[src/rtl/core/dsct_pkg.sv]
// Package with the shared types and constants of the duration statistics table.
package dsct_pkg;

  // Number of table entries and the address width that follows from it.
  localparam int POINTS = 256;
  localparam int IDX_W  = (POINTS > 1) ? $clog2(POINTS) : 1;

  // Depth of the queue between the front and the back.
  localparam int QDEPTH = 2;
  localparam int QPTR_W = (QDEPTH > 1) ? $clog2(QDEPTH) : 1;

  // Codes of the kind field.
  localparam logic KIND_RECORD = 1'b0;
  localparam logic KIND_READ   = 1'b1;

  // Input word.
  typedef struct packed {
    logic        kind;
    logic [9:0]  point_index;
    logic [31:0] tick_count;
    logic [15:0] weight;
  } request_t;

  // Result word, also the layout of one table entry.
  typedef struct packed {
    logic [63:0] call_count;
    logic [63:0] tick_total;
    logic [31:0] tick_max;
    logic        estimated;
  } result_t;

  // Classified operation as it waits in the queue.
  typedef struct packed {
    logic             rd;
    logic             in_table;
    logic [IDX_W-1:0] addr;
    logic [31:0]      tick_count;
    logic [15:0]      weight;
  } op_t;

  // Head of the queue as the back sees it.
  typedef struct packed {
    logic valid;
    op_t  op;
  } queue_head_t;

  // States of the back sequencer.
  typedef enum logic [1:0] {
    BK_IDLE,
    BK_FETCH,
    BK_UPDATE
  } back_state_t;

endpackage

[src/rtl/core/dsct_front.sv]
// Front: accepts words, drops records past the table and queues the rest.
module dsct_front
  import dsct_pkg::*;
(
  input  logic        clk,
  input  logic        rst,
  input  logic        start,
  input  request_t    request,
  output logic        busy,
  output queue_head_t head,
  input  logic        pop
);

  op_t               slots [QDEPTH];
  logic [QPTR_W-1:0] wr_ptr;
  logic [QPTR_W-1:0] rd_ptr;
  logic [QPTR_W:0]   count;
  logic              accept;
  logic              in_table;
  logic              push;
  op_t               op_in;

  // Classify the incoming word.
  always_comb begin
    accept   = start & ~busy;
    in_table = {1'b0, request.point_index} < 11'(POINTS);
    push     = accept & ((request.kind == KIND_READ) | in_table);
    op_in.rd         = (request.kind == KIND_READ);
    op_in.in_table   = in_table;
    op_in.addr       = request.point_index[IDX_W-1:0];
    op_in.tick_count = request.tick_count;
    op_in.weight     = request.weight;
  end

  assign busy = (count == (QPTR_W + 1)'(QDEPTH));

  assign head.valid = (count != '0);
  assign head.op    = slots[rd_ptr];

  // Queue storage.
  always_ff @(posedge clk) begin
    if (push) begin
      slots[wr_ptr] <= op_in;
    end
  end

  // Queue pointers and fill count.
  always_ff @(posedge clk) begin
    if (rst) begin
      wr_ptr <= '0;
      rd_ptr <= '0;
      count  <= '0;
    end else begin
      if (push) begin
        wr_ptr <= (wr_ptr == QPTR_W'(QDEPTH - 1)) ? '0 : wr_ptr + 1'b1;
      end
      if (pop) begin
        rd_ptr <= (rd_ptr == QPTR_W'(QDEPTH - 1)) ? '0 : rd_ptr + 1'b1;
      end
      case ({push, pop})
        2'b10:   count <= count + 1'b1;
        2'b01:   count <= count - 1'b1;
        default: count <= count;
      endcase
    end
  end

endmodule

[config.mk]
export PLATFORM = sky130hd
export DESIGN_NAME = dsct_front
export DESIGN_NICKNAME = d
export VERILOG_FILES = /design/src/rtl/core/dsct_pkg.sv /design/src/rtl/core/dsct_front.sv
export SDC_FILE = /design/constraint.sdc
export NUM_CORES = 1
export LEC_CHECK = 0
export ABC_AREA = 0
export BUFFER_PORTS_ARGS = -buffer_cell sky130_fd_sc_hd__buf_2
export CAP_MARGIN = 30
export CORE_MARGIN = 10
export CORE_UTILIZATION = 45
export DETAILED_ROUTE_END_ITERATION = 10
export PLACE_DENSITY = 0.7
export SLEW_MARGIN = 20
export SYNTH_ARGS = -nofsm -noshare
export SYNTH_HDL_FRONTEND = slang
export SYNTH_SLANG_ARGS = --single-unit
[constraint.sdc]
create_clock -name clk -period 5.5 [get_ports clk]
set_input_delay 1.375 -clock clk [delete_from_list [all_inputs] [get_ports clk]]
set_output_delay 1.375 -clock clk [all_outputs]
set_load 0.05 [all_outputs]
Word level (Yosys, flattened, before mapping):

Memory sizes are Yosys's and may differ from the RTL's. A register that Yosys moved wholly into a read port is not among the register bits.
Cells that the tools add are included.

* input port bits: 63
* memories kept: 1
* bits in writable memories: 116
* output and inout port bits: 60
* word-level logic and storage cells: 25
* register bits after elaboration: 4

* add/sub/neg operators: 4
* mux-type cells: 7
* magnitude comparators: 1
* reductions and logical operators: 2
* eq/ne operators: 3
* bitwise gates (word level): 4

Memory list
* slots: depth 2, bits a word 58, read ports 1, clocked after Yosys merged registers in 1, write ports 1, line dsct_front.sv:14 `op_t slots [QDEPTH];`

Operator list (number)
* 10-bit by 9-bit < comparator with 1-bit output (second input constant): 1
* 1-bit 2-to-1 mux: 6
* 2-bit == test (second input constant): 2
* 2-bit one-hot mux with 2 select lines: 1
* 2-bit nonzero test: 2
* 1-bit adder (second input constant): 2
* 2-bit by 1-bit adder with 2-bit output (second input constant): 1
* 1-bit AND: 2
* 2-bit by 1-bit == test with 1-bit output (second input constant): 1
* 2-bit by 1-bit subtractor with 2-bit output (second input constant): 1
* 1-bit inverter: 1
* 1-bit OR: 1

Depth between registers and ports, before layout:

* word-level depth: 6
* depth in mapped cells: 6
* mapped depth without buffers: 6

Worst setup path after synthesis:

Ideal clock, no wire load.

* kind: in2reg
* start: in request[56] (netlist bit)
* end: mem slots[0][0] (netlist bit) (enable)
* arrival: 4.169 ns
* library setup time: 0.474 ns
* stages: 3
* slack: 0.856 ns
* data required time: 5.026 ns
* cells stage by stage: nor2_1 o221ai_1 nor2_1

* word-level cells in the longest chain between the ends: 5

Ends and longest elaborated chain
* start: declaration: line dsct_front.sv:8 `input request_t request,`
* 10-bit by 9-bit < comparator with 1-bit output: line dsct_front.sv:26 `in_table = {1'b0, request.point_index} < 11'(POINTS);`
* 1-bit OR: line dsct_front.sv:27 `push = accept & ((request.kind == KIND_READ) | in_table);`
* 1-bit AND: line dsct_front.sv:27
* 1-bit 2-to-1 mux: line dsct_front.sv:42 `if (push) begin`
* 1-bit 2-to-1 mux (implied by the code): line dsct_front.sv:43 `slots[wr_ptr] <= op_in;`
* end: declaration: line dsct_front.sv:14

No other way between the ends.

==> results by group <==
Yosys
  • Yosys warning total: 0
  • Sequential area share after synthesis: 81.55%
  • Synth Cell Area: 4394 um2
  • Synth Area per Inst: 21.33 um2
  • Syn Inst Count: 206
  • Post-synth cell types: 15
  • Post-synth net total: 270
  • Register bit total from synthesis: 121

Timing
  • Hold Worst Slack: 509.0 ps
  • Setup_tns: 0 ps
  • # setup viols final: 0
  • Max_slew headroom: 48.26%
  • Fin Clk Skew: 5.015 ps
  • Part of the cycle the worst path needs: 65.33%
  • Unrepaired setup endpoints after global routing: no
  • Worst-margin pin slew: 774.3 ps
  • Tmin final: 3593 ps
  • Hold Violations, Final: 0
  • PnR worst setup slack: 1907 ps
  • Pins Over Slew Limit: 0
  • Fmax: 278.3 MHz

Detailed routing
  • Post-route DRC: 0
  • WL/cell: 17.49 um
  • Number of DRC markers in iteration 0: 106
  • Routed Antenna Nets: 0
  • Vias/cell: 4.728
  • DR vias: 2,331
  • Routed WL: 8625 um
  • First-pass iteration count of the detailed router: 4

Worst hold path
  • Hold Crit Class: reg2reg
  • Hold path depth: 2
  • Hold path startpoint: count[1]

Cells and area
  • Fin nets: 411
  • Commonest non-fill, non-tap cell in the layout: buf_2
  • Most frequent cells in the layout: buf_2 (122), edfxtp_1 (116), mux2_2 (59)
  • Final Cell Area: 5823 um2
  • Post-route insts no fill: 493
  • Fraction of layout cells with a size suffix above 1: 61.67%
  • Area grow syn2layout: 32.52%
  • Number of diodes: 0

Worst setup path
  • CP endpoint kind: output pin
  • Crit path kind: reg2out
  • Arrival @ worst endpoint: 2220 ps
  • Critical path required time: 4120 ps
  • R2R Path Start: count[0]
  • R2R depth: 3
  • Critical path startpoint category: register
  • CP max FO: 27

Clock network
  • Max Root-Sink Buffers: 2
  • Clock root cell: clkbuf_8
  • Sink Count: 121
  • CTS tree: done
  • CTS H-tree lvls: 4
  • Hold_buf cts: 0
  • Clock-pin slew on the worst setup and hold paths: 60 ps
  • Post-CTS setup buffers: 0
  • Clk_lat worst skew: 490 ps
  • CTS Buf Count: 17
  • Cts repair resizes: 0

Floorplanning
  • Total Die Area: 14,120 um2
  • Placeable Area: 9639 um2
  • Width of the die: 118.8 um
  • # rows: 36
  • I/O Pins: 123
  • Starting density of the core: 45.59%
  • Die H: 118.8 um

Global route
  • Overflow after GRT: 0
  • Vias in the first global route: 2,652
  • Gr usage total: 12.39%
  • First-pass GRT wire length: 13,610 um
  • Largest net degree at the start of global routing: 41
  • Initial antenna violation count: 1

Run status
  • Status: completed

Pwr
  • PwrDens: 450.5 nW/um2
  • Maximum vdd drop: 0.2917 mV
  • Static Leak: 0.002185 uW

Placement
  • Placed wire-length estimate: 5999 um
  • Post-place instance area: 5190 um2
  • Placed insts: 460
  • Routability congestion estimate: 0.7895
  • Pre-CTS WS: 1883 ps
  • Number of port buffers: 122

Job
  • Max-cap violation count: 0
==> flip-flops by register name, summed over array words and instances, names as in the netlist, named ones only <==
| register | cells |
|---|---|
| rd_ptr | 1 |
| wr_ptr | 1 |
| count | 2 |
| slots | 116 |
==> worst max-delay path, cell delays in order (launching register included) <==
cell and delay, ps:
dfxtp_2 560, buf_12 250, buf_4 300, mux2_2 390, buf_2 220
==> cell usage after synthesis <==
cell / instances / area, um2
a21oi_1: 1 / 5.000
buf_2: 4 / 20.02
buf_4: 2 / 15.01
dfxtp_1: 5 / 100.1
edfxtp_1: 116 / 3483
ha_1: 1 / 12.51
inv_1: 2 / 7.510
mux2_2: 59 / 664.4
nor2_1: 9 / 33.78
o21ai_0: 1 / 5.000
o221ai_1: 1 / 8.760
or2_2: 1 / 6.260
or3_1: 1 / 6.260
xnor2_1: 2 / 17.52
xor2_1: 1 / 8.760
==> final timing paths <==
kind / endpoint / slack, ps
worst max-delay path: head[47] / 1910
worst min-delay path: count[1] / 510
worst max register to register: slots[0][8] / 3230
worst min register to register: count[1] / 510
==> through the flow <==
| stage | utilization, % | total power (uW) |
|---|---|---|
| after floorplan | - | 1422 |
| after global placement | 53.84 | 1524 |
| after detailed placement | 53.84 | 1530 |
| after CTS | 60.20 | 2652 |
| after global routing | 60.41 | 2726 |
| final | 60.41 | 2623 |
==> layout make-up <==
cell class | instances | area (um2)
Clock buffer | 17 | 414.1
Clock inverter | 15 | 198.9
Fill cell | 767 | 3816
Inverter | 2 | 7.507
Multi-Input combinational cell | 77 | 783.3
Sequential cell | 121 | 3585
Tap cell | 133 | 166.4
Timing Repair Buffer | 128 | 668.1
==> cells by family after synthesis <==
logic type,share of synthesized area (%)
muxes,15.12
xor gates and xnor gates,0.5981
AOI/OAI and AO/OA,0.4269
DFF,81.55
buffers and inverters,0.9681
adders and majority gates,0.2847
and+or+nand+nor,1.054
==> report_power, final <==
group	internal [uW]	switching, uW
clock network	737	378
registers	1080	19.6
logic	116	292
total	1930	691
==> routing by layer <==
metal	up-vias	global-route usage, %	part of all wire, %
met4	2	4.580	0.59
met3	6	5.716	6.8
li1	1092	-	-
met1	1158	14.41	43
met5	-	0	0.15
met2	73	19.78	49
Power figures use the tool's default switching activity.
